`config.mk`:
```
export PLATFORM = sky130hd
export DESIGN_NAME = ink_point_delta_varint_encoder_flat
export DESIGN_NICKNAME = d
export VERILOG_FILES = /design/src/rtl/ipdv_pkg.sv /design/src/rtl/ipdv_in_if.sv /design/src/rtl/ipdv_out_if.sv /design/src/rtl/ipdv_point.sv /design/src/rtl/ipdv_ser.sv /design/src/rtl/ink_point_delta_varint_encoder.sv /design/src/flat_wrapper.sv
export VERILOG_INCLUDE_DIRS = /design/src /design/src/rtl
export SDC_FILE = /design/constraint.sdc
export NUM_CORES = 1
export LEC_CHECK = 0
export ABC_AREA = 1
export BUFFER_PORTS_ARGS = -buffer_cell sky130_fd_sc_hd__buf_2
export CORE_MARGIN = 2
export CORE_UTILIZATION = 45
export CTS_BUF_LIST = sky130_fd_sc_hd__clkbuf_4 sky130_fd_sc_hd__clkbuf_8 sky130_fd_sc_hd__clkbuf_16
export CTS_CLUSTER_DIAMETER = 80
export DETAILED_ROUTE_END_ITERATION = 12
export SLEW_MARGIN = 15
export SYNTH_ARGS = -nofsm -noshare
export SYNTH_HDL_FRONTEND = slang
export SYNTH_HIERARCHICAL = 1
export SYNTH_SLANG_ARGS = --single-unit
```
`constraint.sdc`:
```
create_clock -name clk -period 9.23 [get_ports clk]
set_input_delay 0.4615 -clock clk [delete_from_list [all_inputs] [get_ports clk]]
set_output_delay 0.4615 -clock clk [all_outputs]
set_load 0.05 [all_outputs]
```
`src/rtl/assert_macros.svh`:
```
// concurrent assertion helpers, compiled out when SYNTH is defined
`ifndef ASSERT_MACROS_SVH
`define ASSERT_MACROS_SVH

`ifndef SYNTH
`define IPDV_ASSERT(lbl, clk, rst_n, prop) \
	lbl: assert property (@(posedge clk) disable iff (!rst_n) (prop)) \
		else $error("assertion failed");
`define IPDV_ASSERT_NEVER(lbl, clk, rst_n, cond) \
	lbl: assert property (@(posedge clk) disable iff (!rst_n) !(cond)) \
		else $error("forbidden condition seen");
`else
`define IPDV_ASSERT(lbl, clk, rst_n, prop)
`define IPDV_ASSERT_NEVER(lbl, clk, rst_n, cond)
`endif

`endif

```
`src/rtl/ipdv_pkg.sv`:
```
`timescale 1ns / 1ps

package ipdv_pkg;

	localparam int COORD_WIDTH_DEF = 32;
	localparam int COORD_IN_W      = 32;
	localparam int DELTA_W         = 33;
	localparam int ZZ_W            = 34;
	localparam int PRESS_IN_W      = 18;
	localparam int PRESS_W         = 16;
	localparam int TILT_IN_W       = 16;
	localparam int TIME_W          = 32;
	localparam int FIX_BYTES       = 4;

	localparam logic [16:0] PRESS_ONE   = 17'h10000;
	localparam logic [32:0] PRESS_SCALE = 33'h0_0000_FFFF;
	localparam logic [32:0] PRESS_HALF  = 33'h0_0000_8000;

	localparam logic signed [TILT_IN_W-1:0] TILT_MAX = 16'sd127;
	localparam logic signed [TILT_IN_W-1:0] TILT_MIN = -16'sd127;

	typedef struct packed {
		logic [ZZ_W-1:0]          zz_x;
		logic [ZZ_W-1:0]          zz_y;
		logic [FIX_BYTES*8-1:0]   fixed_bytes;
		logic [TIME_W-1:0]        time_delta;
	} ipdv_rec_t;

endpackage

```
`src/rtl/ipdv_in_if.sv`:
```
`timescale 1ns / 1ps

interface ipdv_in_if import ipdv_pkg::*; ();
	logic                         valid;
	logic                         ready;
	logic                         start_of_stroke;
	logic signed [COORD_IN_W-1:0] x_fixed;
	logic signed [COORD_IN_W-1:0] y_fixed;
	logic signed [PRESS_IN_W-1:0] pressure_q16;
	logic signed [TILT_IN_W-1:0]  tilt_x;
	logic signed [TILT_IN_W-1:0]  tilt_y;
	logic [TIME_W-1:0]            time_ms;

	modport source (
		output valid, start_of_stroke, x_fixed, y_fixed, pressure_q16, tilt_x, tilt_y,
			time_ms,
		input ready
	);
	modport sink (
		input valid, start_of_stroke, x_fixed, y_fixed, pressure_q16, tilt_x, tilt_y,
			time_ms,
		output ready
	);
endinterface

```
`src/rtl/ipdv_out_if.sv`:
```
`timescale 1ns / 1ps

interface ipdv_out_if import ipdv_pkg::*; ();
	logic       valid;
	logic       ready;
	logic [7:0] out_byte;
	logic       last_byte;

	modport source (output valid, out_byte, last_byte, input ready);
	modport sink (input valid, out_byte, last_byte, output ready);
endinterface

```
`src/rtl/ipdv_point.sv`:
```
`timescale 1ns / 1ps
`include "assert_macros.svh"

module ipdv_point import ipdv_pkg::*; #(
	parameter int COORD_WIDTH = COORD_WIDTH_DEF
) (
	input  logic      clk,
	input  logic      arst_n,
	ipdv_in_if.sink   in_ch,
	output ipdv_rec_t rec,
	output logic      rec_valid,
	input  logic      rec_ready
);

	localparam int CWE = (COORD_WIDTH < COORD_IN_W) ? COORD_WIDTH : COORD_IN_W;

	logic [COORD_IN_W-1:0] prev_x_q, prev_y_q;
	logic [TIME_W-1:0]     prev_time_q;
	ipdv_rec_t             rec_s1;
	logic                  valid_s1;

	logic signed [DELTA_W-1:0] x_e, y_e, px_e, py_e, dx, dy;
	logic [TIME_W-1:0]         pt;
	logic [16:0]               p_clamp;
	logic [32:0]               p_prod;
	logic [PRESS_W-1:0]        q;
	logic [7:0]                tx_b, ty_b;
	ipdv_rec_t                 rec_d;
	logic                      accept;

	function automatic logic [7:0] clamp_tilt(logic signed [TILT_IN_W-1:0] t);
		logic [7:0] r;
		if (t > TILT_MAX) begin
			r = TILT_MAX[7:0];
		end else if (t < TILT_MIN) begin
			r = TILT_MIN[7:0];
		end else begin
			r = t[7:0];
		end
		return r;
	endfunction

	assign accept       = in_ch.valid && in_ch.ready;
	assign in_ch.ready  = !valid_s1 || rec_ready;
	assign rec          = rec_s1;
	assign rec_valid    = valid_s1;

	always_comb begin
		x_e  = DELTA_W'($signed(in_ch.x_fixed[CWE-1:0]));
		y_e  = DELTA_W'($signed(in_ch.y_fixed[CWE-1:0]));
		px_e = in_ch.start_of_stroke ? '0 : DELTA_W'($signed(prev_x_q));
		py_e = in_ch.start_of_stroke ? '0 : DELTA_W'($signed(prev_y_q));
		pt   = in_ch.start_of_stroke ? '0 : prev_time_q;
		dx   = x_e - px_e;
		dy   = y_e - py_e;

		if (in_ch.pressure_q16[PRESS_IN_W-1]) begin
			p_clamp = '0;
		end else if (in_ch.pressure_q16[PRESS_IN_W-2:0] > PRESS_ONE) begin
			p_clamp = PRESS_ONE;
		end else begin
			p_clamp = in_ch.pressure_q16[PRESS_IN_W-2:0];
		end
		p_prod = 33'(p_clamp) * PRESS_SCALE + PRESS_HALF;
		q      = p_prod[31:16];

		tx_b = clamp_tilt(in_ch.tilt_x);
		ty_b = clamp_tilt(in_ch.tilt_y);

		rec_d.zz_x        = {dx, 1'b0} ^ {ZZ_W{dx[DELTA_W-1]}};
		rec_d.zz_y        = {dy, 1'b0} ^ {ZZ_W{dy[DELTA_W-1]}};
		rec_d.fixed_bytes = {ty_b, tx_b, q[15:8], q[7:0]};
		rec_d.time_delta  = (in_ch.time_ms >= pt) ? in_ch.time_ms - pt : '0;
	end

	always_ff @(posedge clk or negedge arst_n) begin
		if (!arst_n) begin
			prev_x_q    <= '0;
			prev_y_q    <= '0;
			prev_time_q <= '0;
			valid_s1    <= 1'b0;
		end else if (accept) begin
			prev_x_q    <= x_e[COORD_IN_W-1:0];
			prev_y_q    <= y_e[COORD_IN_W-1:0];
			prev_time_q <= in_ch.time_ms;
			valid_s1    <= 1'b1;
		end else if (rec_ready) begin
			valid_s1    <= 1'b0;
		end
	end

	always_ff @(posedge clk) begin
		if (accept) begin
			rec_s1 <= rec_d;
		end
	end

	`IPDV_ASSERT(a_rec_held, clk, arst_n,
		(valid_s1 && !rec_ready) |=> (valid_s1 && $stable(rec_s1)))
	`IPDV_ASSERT(a_time_tracked, clk, arst_n,
		accept |=> (prev_time_q == $past(in_ch.time_ms)))

endmodule

```
`src/rtl/ipdv_ser.sv`:
```
`timescale 1ns / 1ps
`include "assert_macros.svh"

module ipdv_ser import ipdv_pkg::*; (
	input  logic       clk,
	input  logic       arst_n,
	input  ipdv_rec_t  rec,
	input  logic       rec_valid,
	output logic       rec_ready,
	ipdv_out_if.source out_ch
);

	typedef enum logic [1:0] {
		SEG_X,
		SEG_Y,
		SEG_FIX,
		SEG_T
	} seg_t;

	seg_t                   seg_q;
	logic                   valid_q;
	logic [ZZ_W-1:0]        val_q;
	logic [ZZ_W-1:0]        zz_y_q;
	logic [FIX_BYTES*8-1:0] fix_q;
	logic [TIME_W-1:0]      td_q;
	logic [1:0]             fix_cnt_q;

	logic more;
	logic xfer;
	logic last;

	assign more = |val_q[ZZ_W-1:7];
	assign last = (seg_q == SEG_T) && !more;
	assign xfer = out_ch.valid && out_ch.ready;

	assign out_ch.valid     = valid_q;
	assign out_ch.last_byte = last;
	assign out_ch.out_byte  = (seg_q == SEG_FIX) ? fix_q[7:0] : {more, val_q[6:0]};

	assign rec_ready = !valid_q || (xfer && last);

	always_ff @(posedge clk or negedge arst_n) begin
		if (!arst_n) begin
			seg_q     <= SEG_X;
			valid_q   <= 1'b0;
			fix_cnt_q <= '0;
		end else if (rec_ready) begin
			valid_q   <= rec_valid;
			seg_q     <= SEG_X;
			fix_cnt_q <= '0;
		end else if (xfer) begin
			unique case (seg_q)
				SEG_X: begin
					if (!more) begin
						seg_q <= SEG_Y;
					end
				end
				SEG_Y: begin
					if (!more) begin
						seg_q <= SEG_FIX;
					end
				end
				SEG_FIX: begin
					fix_cnt_q <= fix_cnt_q + 2'd1;
					if (fix_cnt_q == 2'(FIX_BYTES - 1)) begin
						seg_q <= SEG_T;
					end
				end
				SEG_T: begin
					seg_q <= SEG_T;
				end
				default: begin
					seg_q <= SEG_X;
				end
			endcase
		end
	end

	always_ff @(posedge clk) begin
		if (rec_ready) begin
			val_q  <= rec.zz_x;
			zz_y_q <= rec.zz_y;
			fix_q  <= rec.fixed_bytes;
			td_q   <= rec.time_delta;
		end else if (xfer) begin
			if (seg_q == SEG_FIX) begin
				fix_q <= fix_q >> 8;
				if (fix_cnt_q == 2'(FIX_BYTES - 1)) begin
					val_q <= ZZ_W'(td_q);
				end
			end else if (more) begin
				val_q <= val_q >> 7;
			end else if (seg_q == SEG_X) begin
				val_q <= zz_y_q;
			end
		end
	end

	`IPDV_ASSERT(a_cnt_only_fix, clk, arst_n, (seg_q != SEG_FIX) |-> (fix_cnt_q == 2'd0))
	`IPDV_ASSERT(a_no_early_end, clk, arst_n, (xfer && !last) |=> valid_q)
	`IPDV_ASSERT_NEVER(a_no_overrun, clk, arst_n, valid_q && !xfer && rec_ready)

endmodule

```
`src/rtl/ink_point_delta_varint_encoder.sv`:
```
`timescale 1ns / 1ps
// channel  dir  payload                                          transfer
// in_ch    in   start_of_stroke x_fixed y_fixed pressure_q16     valid && ready
//               tilt_x tilt_y time_ms
// out_ch   out  out_byte last_byte                               valid && ready
//
// a point is encoded in the cycle it is taken and queued in a record register
// the byte serializer sends one byte per cycle while out_ch is ready and a point is queued, 7 to 19 bytes per point
// sustained rate is set by that serializer: one point per record length
// a new point is taken while the serializer still works on the previous one
// out_ch stalls hold the serializer; reset clears the predictors and valids

module ink_point_delta_varint_encoder import ipdv_pkg::*; #(
	parameter int COORD_WIDTH = COORD_WIDTH_DEF
) (
	input  logic       clk,
	input  logic       arst_n,
	ipdv_in_if.sink    in_ch,
	ipdv_out_if.source out_ch
);

	ipdv_rec_t rec;
	logic      rec_valid;
	logic      rec_ready;

	ipdv_point #(
		.COORD_WIDTH(COORD_WIDTH)
	) u_point (
		.clk      (clk),
		.arst_n   (arst_n),
		.in_ch    (in_ch),
		.rec      (rec),
		.rec_valid(rec_valid),
		.rec_ready(rec_ready)
	);

	ipdv_ser u_ser (
		.clk      (clk),
		.arst_n   (arst_n),
		.rec      (rec),
		.rec_valid(rec_valid),
		.rec_ready(rec_ready),
		.out_ch   (out_ch)
	);

endmodule

```
`src/flat_wrapper.sv`:
```
// flat-port wrapper written by rule: the top's interface ports become plain ports
module ink_point_delta_varint_encoder_flat import ipdv_pkg::*;
#(
	parameter int COORD_WIDTH = COORD_WIDTH_DEF
)
  (clk, arst_n, in_ch_valid, in_ch_start_of_stroke, in_ch_x_fixed, in_ch_y_fixed, in_ch_pressure_q16, in_ch_tilt_x, in_ch_tilt_y, in_ch_time_ms, in_ch_ready, out_ch_valid, out_ch_out_byte, out_ch_last_byte, out_ch_ready);
  ipdv_in_if in_ch_i ();
  ipdv_out_if out_ch_i ();
  input  logic clk;
  input  logic arst_n;
  input wire logic [$bits(in_ch_i.valid)-1:0] in_ch_valid;
  input wire logic [$bits(in_ch_i.start_of_stroke)-1:0] in_ch_start_of_stroke;
  input wire logic [$bits(in_ch_i.x_fixed)-1:0] in_ch_x_fixed;
  input wire logic [$bits(in_ch_i.y_fixed)-1:0] in_ch_y_fixed;
  input wire logic [$bits(in_ch_i.pressure_q16)-1:0] in_ch_pressure_q16;
  input wire logic [$bits(in_ch_i.tilt_x)-1:0] in_ch_tilt_x;
  input wire logic [$bits(in_ch_i.tilt_y)-1:0] in_ch_tilt_y;
  input wire logic [$bits(in_ch_i.time_ms)-1:0] in_ch_time_ms;
  output wire logic [$bits(in_ch_i.ready)-1:0] in_ch_ready;
  output wire logic [$bits(out_ch_i.valid)-1:0] out_ch_valid;
  output wire logic [$bits(out_ch_i.out_byte)-1:0] out_ch_out_byte;
  output wire logic [$bits(out_ch_i.last_byte)-1:0] out_ch_last_byte;
  input wire logic [$bits(out_ch_i.ready)-1:0] out_ch_ready;
  assign in_ch_i.valid = in_ch_valid;
  assign in_ch_i.start_of_stroke = in_ch_start_of_stroke;
  assign in_ch_i.x_fixed = in_ch_x_fixed;
  assign in_ch_i.y_fixed = in_ch_y_fixed;
  assign in_ch_i.pressure_q16 = in_ch_pressure_q16;
  assign in_ch_i.tilt_x = in_ch_tilt_x;
  assign in_ch_i.tilt_y = in_ch_tilt_y;
  assign in_ch_i.time_ms = in_ch_time_ms;
  assign in_ch_ready = in_ch_i.ready;
  assign out_ch_valid = out_ch_i.valid;
  assign out_ch_out_byte = out_ch_i.out_byte;
  assign out_ch_last_byte = out_ch_i.last_byte;
  assign out_ch_i.ready = out_ch_ready;
  ink_point_delta_varint_encoder #(.COORD_WIDTH(COORD_WIDTH)) u_core (.clk(clk), .arst_n(arst_n), .in_ch(in_ch_i), .out_ch(out_ch_i));
endmodule
```
==> results of run 1 <==
## area by class of cell
| class | count | area share, % |
|---|---|---|
| Sequential cell | 364 | 32.7 |
| Multi-Input combinational cell | 2710 | 48.6 |
| Clock buffer | 52 | 3.79 |
| Tap cell | 846 | 3.32 |
| Inverter | 662 | 7.82 |
| Clock inverter | 30 | 0.876 |
| Timing Repair Buffer | 173 | 2.87 |
## registers in the layout, summed over array words and instances (netlist names)
register / flops
u_core/u_point/prev_x_q: 32
u_core/u_point/prev_y_q: 32
u_core/u_ser/seg_q: 2
u_core/u_ser/zz_y_q: 34
u_core/u_ser/val_q: 34
u_core/u_ser/out_ch.valid: 1
u_core/u_point/rec_valid: 1
u_core/u_ser/fix_cnt_q: 2
u_core/u_ser/fix_q: 32
u_core/u_point/prev_time_q: 32
u_core/u_ser/td_q: 32
u_core/u_point/rec: 130
## per-layer routing
layer	share of wire (%)	global-route usage (%)	wire [um]
met5	0	0	0
met4	2.2	5.51	1680
met3	3.8	2.50	2870
met2	48	40.1	36200
met1	46	31.8	34600
## stage by stage
step / util, % / hold WS [ns] / setup WS, ns
2_1_floorplan: - / 0.166 / 2.22
3_3_place_gp: 48.0 / 0.403 / 2.14
3_5_place_dp: 48.0 / 0.405 / 2.04
4_1_cts: 50.4 / 0.0516 / 2.66
5_1_grt: 50.4 / 0.0719 / 2.00
6_report: 50.4 / 0.0799 / 2.65
## worst min path at each step
stage | startpoint | endpoint | slack (ns) | cells after the start
floorplan | arst_n | u_core/u_point/prev_time_q[0] | 0.17 | 0
detailed placement | u_core/u_point/rec[16] | u_core/u_ser/td_q[16] | 0.40 | 0
global route | in_ch_x_fixed[5] | u_core/u_point/prev_x_q[5] | 0.07 | 3
finish | in_ch_x_fixed[5] | u_core/u_point/prev_x_q[5] | 0.08 | 3
CTS | in_ch_x_fixed[5] | u_core/u_point/prev_x_q[5] | 0.05 | 3
global placement | u_core/u_point/rec[67] | u_core/u_ser/zz_y_q[3] | 0.40 | 0
## power by group
part / switching, mW / internal (mW)
registers: 0.0920 / 2.08
logic: 2.39 / 1.28
clock network: 0.730 / 1.03
total: 3.21 / 4.40
## cell families after synthesis
logic type,count (synthesis)
AND/OR/NAND/NOR,2122
AO/OA/AOI/OAI,204
XOR/XNOR,44
adder cells (fa/ha/maj),338
other,1
buffers and inverters,738
flip-flops,364
## synth_stat cells, types with 3 or more instances
cell,instances,area share [%]
a21boi_0,3,0.078
a21o_1,11,0.29
a21oi_1,116,2.0
a31oi_1,3,0.065
and2_1,21,0.46
buf_1,5,0.065
buf_2,9,0.16
buf_4,6,0.16
buf_6,17,0.66
clkbuf_1,38,0.49
dfrtp_1,102,8.9
edfxtp_1,262,27
fa_1,138,9.6
ha_1,200,8.7
inv_1,657,8.6
inv_2,4,0.052
nand2_1,1557,20
nand2_2,18,0.39
nand2_4,4,0.16
nand3_1,148,2.6
nand3_2,6,0.21
nand3b_1,23,0.60
nand4_1,28,0.61
nor2_1,234,3.0
nor2_2,3,0.065
nor3_1,15,0.26
nor3_2,5,0.17
nor4_1,10,0.22
o21ai_0,51,0.89
o21bai_1,10,0.26
or2_2,45,0.98
xnor2_1,16,0.49
xor2_1,28,0.85
## cell usage in the layout, fill, tap and decap left out, types with 6 or more instances in the layout
master	n
a21o_1	11
a21oi_1	116
and2_1	21
buf_2	160
buf_4	11
clkbuf_16	46
clkinv_1	7
clkinv_2	10
dfrtp_1	102
edfxtp_1	262
fa_1	138
ha_1	200
inv_1	655
nand2_1	1554
nand2_2	19
nand2_4	6
nand3_1	148
nand3_2	6
nand3b_1	23
nand4_1	28
nor2_1	234
nor3_1	15
nor4_1	10
o21ai_0	51
o21bai_1	10
or2_2	45
xnor2_1	16
xor2_1	28
## worst max-delay path, delay by kind of cell
family / cells / cell delay (ns)
AOI/OAI and AO/OA: 4 / 0.76
xor gates and xnor gates: 1 / 0.14
adders and majority gates: 7 / 3.23
buffers and inverters: 6 / 0.75
and+or+nand+nor: 6 / 1.56
==> out/metrics.cfg, run 1 <==
[sta]
grt_setup_unrepaired = false
finalCritPeriodShare_pct = 71.2
min_period_ns = 6.58
worst_pin_slew_ns = 0.981
final-hold-violation-count = 0
fin_setup_tns_ns = 0
slew_viol_final = 0
fin_skew_ns = 0.0240
setup_viol = 0
relSlewSlack_pct = 34.6
clock.fmax_mhz = 152

[synth]
synth.mux.area_fraction_pct = 0
synthAdderAreaFrac_pct = 18.3
ys_async_sr_fraction_pct = 28.0
yosysUniqueCellTypes = 47
synthXorXnorAreaFrac_pct = 1.34
syn_inst = 3811
synth_top_family_by_area = simple AND/OR/NAND/NOR gates
synthFlopType = edfxtp_1
synth_edf_count = 262
yosysWarnings = 6
synth.yosys.seq_area_share_pct = 36.1
synth_seq_cells = 364
synthSimpleGateAreaFrac_pct = 30.1
syn-cell-area_mm2 = 0.0288
syn_avg_cell_area_um2 = 7.56
synth_compound_area_share_pct = 3.87

[final_layout]
area_delta_synth_final_pct = 10.5
fin_nets = 4445
multi_input_area_mm2 = 0.0155
fin_area_mm2 = 0.0319
num_antenna_cells = 0
fillers = 6336
regArea_mm2 = 0.0104
stdcell_count = 4837
drive_above_1_share_pct = 8.59

[drt]
avgRoutedWirePerCell_um = 15.6
dr_total_vias = 23400
antenna_left = 0
routed_wl_mm = 75.4
avgViaCountPerCell = 4.84
drc_errors = 0
dr.pass1.iters = 5
drt-initial-drc-count = 1380

[worst_setup_path]
r2r_slack_ns = 5.10
cp_common_cell = fa_1
critical_path_required_ns = 9.56
critPathKind = primary input to register
path_cells = buf_2 -> nor4_1 -> a31oi_1 -> nor2_1 -> nand2_1 -> inv_1 -> fa_1 -> inv_1 -> fa_1 -> inv_1 -> fa_1 -> fa_1 -> fa_1 -> inv_1 -> fa_1 -> inv_1 -> ha_1 -> a21oi_1 -> o21ai_0 -> a21oi_1 -> nor2_1 -> nor2_1 -> nand2_1 -> xor2_1
worstPathArrival_ns = 6.91
r2r_cells = 13
timing.rr.end = u_core/u_point/rec[76]
rr_startpoint = u_core/u_ser/val_q[9]
critPathCapture = u_core/u_point/rec[44]
setup.worst_path.start = in_ch_pressure_q16[15]
critPathMaxStageDelay_ns = 0.67
slowest_stage = nor2_1
critPathMaxFanout = 16
end_kind = register
start_kind = primary input

[die]
io_pins = 162
die_h_um = 257
die_w_um = 257
start_util_pct = 45.6
design.core.area_mm2 = 0.0632
dieArea_mm2 = 0.0661
rows = 92

[clocking]
postCtsHoldBufs = 1
cts_setup_buffers = 0
cts_made_buffers = 45
cts_tree = yes
ctsResizeCount = 0
root_buffer = clkbuf_16
path_clk_slew_ns = 0.06
clk_path_buf_depth = 3
cts.sinks = 364
clk_latency_ns = 0.59
htree_levels = 2

[min_path]
hold_path.class = primary input to register

[global_routing]
grt_overflow_total = 0
grt_pass1_wl_mm = 123
grt_max_degree = 128
antenna_found_initial = 3
grt_usage_pct = 23.4
first_global_vias = 23200

[place]
place_congestion = 0.901
port_buffers = 161
hpwl_mm = 60.8
placedCellCount = 4754
postPlaceCellArea_mm2 = 0.0304

[power_and_ir_drop]
leakage_nw = 16.8
ir_drop_uv = 188
powerDensity_mw_per_mm2 = 239
p_total_mw = 7.60

[run]
cap_violations = 0

[status]
status = complete, no violations

Power figures use the tool's default switching activity.
==> inputs of run 2 (changes only) <==
==> constraint.sdc (replaced) <==
create_clock -name clk -period 5.8 [get_ports clk]
set_input_delay 0.29 -clock clk [delete_from_list [all_inputs] [get_ports clk]]
set_output_delay 0.29 -clock clk [all_outputs]
set_load 0.05 [all_outputs]
==> run 2 against run 1 <==
Compared with the run above:
- clock power is 73% higher
- clock-buffer cell count down 1
- global-route usage up 0.41 points
- cell count grew 5.4%
- critical path depth is 4 higher
- non-clock buffer count up 261
- design area up 8.2%
- die area unchanged
- worst setup slack got worse by 2.4 ns
- worst hold slack worse by 0.057 ns
- power is 76% higher
- sequential share of layout area fell by 2.5 points
- critical path type unchanged
- largest cell class unchanged
- largest power group unchanged
==> out/metrics.cfg, run 2 (synthesis gave the netlist of run 1 again) <==
[place]
postPlaceCellArea_mm2 = 0.0315
hpwl_mm = 61.3
placedCellCount = 4905
port_buffers = 161
place_congestion = 0.915
pre_cts_slack_ns = -0.448

[global_routing]
use_met2_pct = 41.8
first_global_vias = 24300
met1_usage_pct = 31.6
grt_usage_pct = 23.8
antenna_found_initial = 0
grtUsageMet3_pct = 3.01
gr-max-usage-layer = met2
grt_max_degree = 120
grt_pass1_wl_mm = 125
grt_overflow_total = 0

[status]
status = complete, no violations

[final_layout]
final_common_cell = nand2_1
fin_util_pct = 54.5
drive_above_1_share_pct = 12.9
fin_nets = 4706
final_cell_mix = nand2_1 (1546), inv_1 (646), edfxtp_1 (262)
num_antenna_cells = 0
largest_register_ffs = 130
stdcell_count = 5099
fin_area_mm2 = 0.0345
area_delta_synth_final_pct = 19.6

[sta]
setup_ws_ns = 0.248
finalCritPeriodShare_pct = 95.7
final-hold-violation-count = 0
min_period_ns = 5.55
fin_setup_tns_ns = 0
clock.fmax_mhz = 180
grt_setup_unrepaired = true
relSlewSlack_pct = 38.0
worst_pin_slew_ns = 0.930
slew_viol_final = 0
setup_viol = 0
hold_slack_ns = 0.0227
fin_skew_ns = 0.0202

[worst_setup_path]
rr_startpoint = u_core/u_ser/val_q[25]
critPathKind = primary input to register
critPathMaxStageDelay_ns = 0.54
start_kind = primary input
cp_common_cell = fa_1
r2r_slack_ns = 2.00
slowest_stage = fa_1
critical_path_required_ns = 6.14
critPathMaxFanout = 8
end_kind = register
crit_cells = 28
cp_top_family = adder cells
worstPathArrival_ns = 5.89
timing.rr.end = u_core/u_point/rec[31]
r2r_cells = 13
crit_buf_inv = 10

[min_path]
hold_path.class = primary input to register
holdPathEnd = u_core/u_point/rec[56]
min-delay-start = in_ch_tilt_y[0]
holdPathStages = 2

[die]
start_util_pct = 45.6
io_pins = 162
design.core.area_mm2 = 0.0632
rows = 92
die_w_um = 257
die_h_um = 257
dieArea_mm2 = 0.0661

[clocking]
clk_path_buf_depth = 3
cts_made_buffers = 45
clk_latency_ns = 0.60
root_buffer = clkbuf_16
cts.sinks = 364
htree_levels = 2
path_clk_slew_ns = 0.06
cts_tree = yes

[drt]
drc_errors = 0
routed_wl_mm = 77.5
dr.pass1.iters = 5
avgViaCountPerCell = 4.79
dr_total_vias = 24400
avgRoutedWirePerCell_um = 15.2
drt-initial-drc-count = 1510
antenna_left = 0

[run]
cap_violations = 0

[power_and_ir_drop]
powerDensity_mw_per_mm2 = 389
ir_drop_uv = 334
leakage_nw = 18.1
p_total_mw = 13.4

run 2: cell count changes in the layout (fill, tap and decap cells not counted), moves of 7 or more:
cell and delta:
buf_4 +152, nand2_1 -8, inv_2 +9, inv_1 -9
clkinv_2 -7, a21oi_2 +8, dlygate4sd3_1 +106, a21oi_1 -8
nand2_2 +8, nor2_1 -7
run 2: repair_timing:
item | CTS | global route
gates resized for setup | 0 | 58
hold buffers | 107 | 0
hold endpoints to repair | 158 | 0
setup buffers | 0 | 3
setup endpoints to repair | 0 | 16
run 2: how the worst max path moves through the flow:
stage	startpoint	slack (ns)	end
after floorplan	in_ch_pressure_q16[15]	0.009	u_core/u_point/rec[47]
after global placement	in_ch_pressure_q16[15]	-0.45	u_core/u_point/rec[47]
after detailed placement	in_ch_pressure_q16[15]	-0.45	u_core/u_point/rec[42]
after CTS	in_ch_pressure_q16[15]	0.15	u_core/u_point/rec[47]
after global routing	in_ch_pressure_q16[3]	-0.05	u_core/u_point/rec[47]
final	in_ch_pressure_q16[8]	0.25	u_core/u_point/rec[45]
run 2: metal layers:
layer | wire length (um) | vias to the layer above
met5 | 0 | -
met4 | 1390 | 0
met3 | 3420 | 77
met2 | 37700 | 438
met1 | 35000 | 11300
li1 | - | 12600
run 2: cell type report:
| cell class | instances | area [um^2] |
|---|---|---|
| multi-input combinational | 2710 | 15700 |
| timing repair buffer | 434 | 3180 |
| sequential | 364 | 10400 |
| inverter | 662 | 2490 |
| fill | 6089 | 28700 |
| clock inverter | 32 | 429 |
| tap | 846 | 1060 |
| clock buffer | 51 | 1180 |
run 2: where the power goes:
| group | internal, mW | switching, mW | leakage [nW] | total, mW |
|---|---|---|---|---|
| Sequential | 3.32 | 0.145 | 3.64 | 3.46 |
| Clock | 1.85 | 1.19 | 0.779 | 3.04 |
| Combinational | 2.78 | 4.12 | 13.7 | 6.90 |
run 2: worst reg2reg max path, stage by stage (launching register included):
cell and delay [ns]:
edfxtp_1 0.40, nor2_1 0.11, nand2_1 0.06, nor2_1 0.14, nand2_1 0.09, nor2_2 0.11
buf_4 0.37, nand3b_1 0.21, nand2_4 0.10, inv_1 0.05, nand2_1 0.31, nand2_4 0.43
inv_8 0.72, buf_12 0.35
==> inputs of run 3 (changes only) <==
--- a/config.mk
+++ b/config.mk
@@ -7,7 +7,7 @@
 export NUM_CORES = 1
 export LEC_CHECK = 0
 export ABC_AREA = 1
-export BUFFER_PORTS_ARGS = -buffer_cell sky130_fd_sc_hd__buf_2
+export BUFFER_PORTS_ARGS = -buffer_cell sky130_fd_sc_hd__buf_4
 export CORE_MARGIN = 2
 export CORE_UTILIZATION = 45
 export CTS_BUF_LIST = sky130_fd_sc_hd__clkbuf_4 sky130_fd_sc_hd__clkbuf_8 sky130_fd_sc_hd__clkbuf_16
==> run 3 against run 2 <==
Compared with the run above:
- power shrank 1.6%
- worst setup slack lost 0.0049 ns
- sequential power is essentially flat
- design area grew 0.41%
- clock power shrank 6%
- worst hold slack lost 0.00096 ns
- largest power group unchanged
- flip-flop and latch count is the same
- register-to-register slack gained 0.10 ns
==> out/metrics.cfg, run 3 (synthesis gave the netlist of run 1 again) <==
[global_routing]
grt_max_degree = 95
grt_usage_pct = 23.8
grt_overflow_total = 0
grt_pass1_wl_mm = 125
antenna_found_initial = 3
first_global_vias = 24200

[worst_setup_path]
end_kind = register
critPathMaxStageDelay_ns = 0.63
worstPathArrival_ns = 5.96
cp_common_cell = fa_1
slowest_stage = fa_2
rr_startpoint = u_core/u_ser/val_q[33]
critical_path_required_ns = 6.21
cp_top_family = adder cells
r2r_slack_ns = 2.10
timing.rr.end = u_core/u_point/rec[59]
critPathKind = primary input to register
r2r_cells = 10
start_kind = primary input
crit_cells = 23
path_cells = buf_4 -> nor4_1 -> a31oi_1 -> nor2_2 -> buf_12 -> nand2_2 -> fa_2 -> inv_1 -> fa_1 -> fa_1 -> fa_1 -> fa_1 -> inv_1 -> fa_1 -> inv_1 -> ha_1 -> nand2_1 -> nor2_1 -> inv_1 -> nor2_1 -> nand4_1 -> nand3_1 -> xor2_1
critPathMaxFanout = 16
crit_buf_inv = 6

[drt]
dr.pass1.iters = 5
routed_wl_mm = 77.5
avgRoutedWirePerCell_um = 15.2
drt-initial-drc-count = 1584
avgViaCountPerCell = 4.77
antenna_left = 0
drc_errors = 0
dr_total_vias = 24300

[sta]
setup_viol = 0
relSlewSlack_pct = 38.7
min_period_ns = 5.56
worst_pin_slew_ns = 0.919
fin_skew_ns = 0.0167
final-hold-violation-count = 0
finalCritPeriodShare_pct = 95.8
clock.fmax_mhz = 180
grt_setup_unrepaired = false
slew_viol_final = 0

[clocking]
cts_made_buffers = 44
clk_latency_ns = 0.58
clk_path_buf_depth = 3
htree_levels = 2
root_buffer = clkbuf_16
cts.sinks = 364
path_clk_slew_ns = 0.06
cts_tree = yes

[power_and_ir_drop]
clkPwrFrac_pct = 21.7
power.switching_mw = 5.39
power.internal_mw = 7.80
p_comb_share_pct = 52.0
p_total_mw = 13.2
powerDensity_mw_per_mm2 = 381
ir_drop_uv = 406
leakage_nw = 18.1
netSwitchingFraction_pct = 40.9
pwr-share-seq_pct = 26.3

[final_layout]
fin_nets = 4703
final_cell_mix = nand2_1 (1552), inv_1 (649), buf_4 (322)
drive_above_1_share_pct = 12.4
stdcell_count = 5096
area_delta_synth_final_pct = 20.1
final_common_cell = nand2_1
fin_util_pct = 54.8
largest_register_ffs = 130

[min_path]
holdPathStages = 3
min-delay-start = in_ch_time_ms[0]
hold_path.class = primary input to register
holdPathEnd = u_core/u_point/prev_time_q[0]

[die]
design.core.area_mm2 = 0.0632
dieArea_mm2 = 0.0661
io_pins = 162
rows = 92
die_w_um = 257
start_util_pct = 45.6
die_h_um = 257

[status]
status = complete, no violations

[place]
hpwl_mm = 61.7
placedCellCount = 4905
place_congestion = 0.935
port_buffers = 161

[run]
cap_violations = 0

==> run 3: cell count changes in the layout (fill, tap and decap cells not counted), moves of 6 or more <==
cell,previous run,this run
buf_2,160,0
buf_4,163,322
clkinv_2,3,10
nand2_1,1546,1552
nand2_2,27,21
==> run 3: area by class of cell <==
type | instances | area [um^2]
flip-flops and latches | 364 | 10400
repair buffers | 432 | 3540
clock buffers | 50 | 1180
diodes | 1 | 2.50
inverters | 662 | 2490
fillers | 6141 | 28600
multi-input cells | 2710 | 15600
well taps | 846 | 1060
clock inverters | 31 | 329
==> run 3: worst max path at each step <==
stage / to / start / slack [ns]
floorplan: u_core/u_point/rec[47] / in_ch_pressure_q16[15] / 0.009
global placement: u_core/u_point/rec[47] / in_ch_pressure_q16[15] / -0.48
detailed placement: u_core/u_point/rec[47] / in_ch_pressure_q16[15] / -0.44
CTS: u_core/u_point/rec[47] / in_ch_pressure_q16[15] / 0.17
global route: u_core/u_point/rec[37] / in_ch_pressure_q16[4] / 0.0002
finish: u_core/u_point/rec[36] / in_ch_pressure_q16[15] / 0.24
==> run 3: power groups by stage <==
stage                     Sequential (mW)  Clock, mW  Combinational (mW)
after floorplan                      3.47          0                4.41
after global placement               3.51          0                6.58
after detailed placement             3.51          0                6.61
after CTS                            3.46       2.94                6.72
after global routing                 3.50       3.04                7.80
final                                3.46       2.87                6.86
==> run 3: per-layer routing <==
layer | part of all wire [%] | global-route usage (%)
met1 | 46 | 31.6
met4 | 2.1 | 5.47
met5 | 0.013 | 0
met2 | 48 | 41.0
met3 | 4.0 | 3.24
==> run 3: per-stage QoR <==
step	worst slack, ns	cell area (um^2)	hold slack, ns	setup TNS, ns
6_report	0.243	34600	0.0218	0
5_1_grt	0.000217	34600	0.0461	0
4_1_cts	0.170	34500	0.00488	0
3_5_place_dp	-0.444	31900	0.375	-5.56
3_3_place_gp	-0.484	31900	0.375	-5.95
2_1_floorplan	0.00890	28900	-0.00559	0
==> run 3: worst reg2reg max path, cell delays in order (launching register included) <==
cell and delay (ns):
edfxtp_1 0.46, nor3_1 0.24, nand2_1 0.09, nor2_2 0.35, nand3b_1 0.20, nand2_4 0.11
inv_1 0.05, nand2_1 0.30, nand2_4 0.42, inv_8 0.61, buf_4 0.51
==> run 3: what timing repair did <==
| item | 4_1_cts | 5_1_grt |
|---|---|---|
| gates resized for setup | 0 | 31 |
| setup buffers | 0 | 1 |
| hold buffers | 108 | 0 |
| hold endpoints to repair | 152 | 0 |
| endpoints found under the setup margin | 0 | 16 |
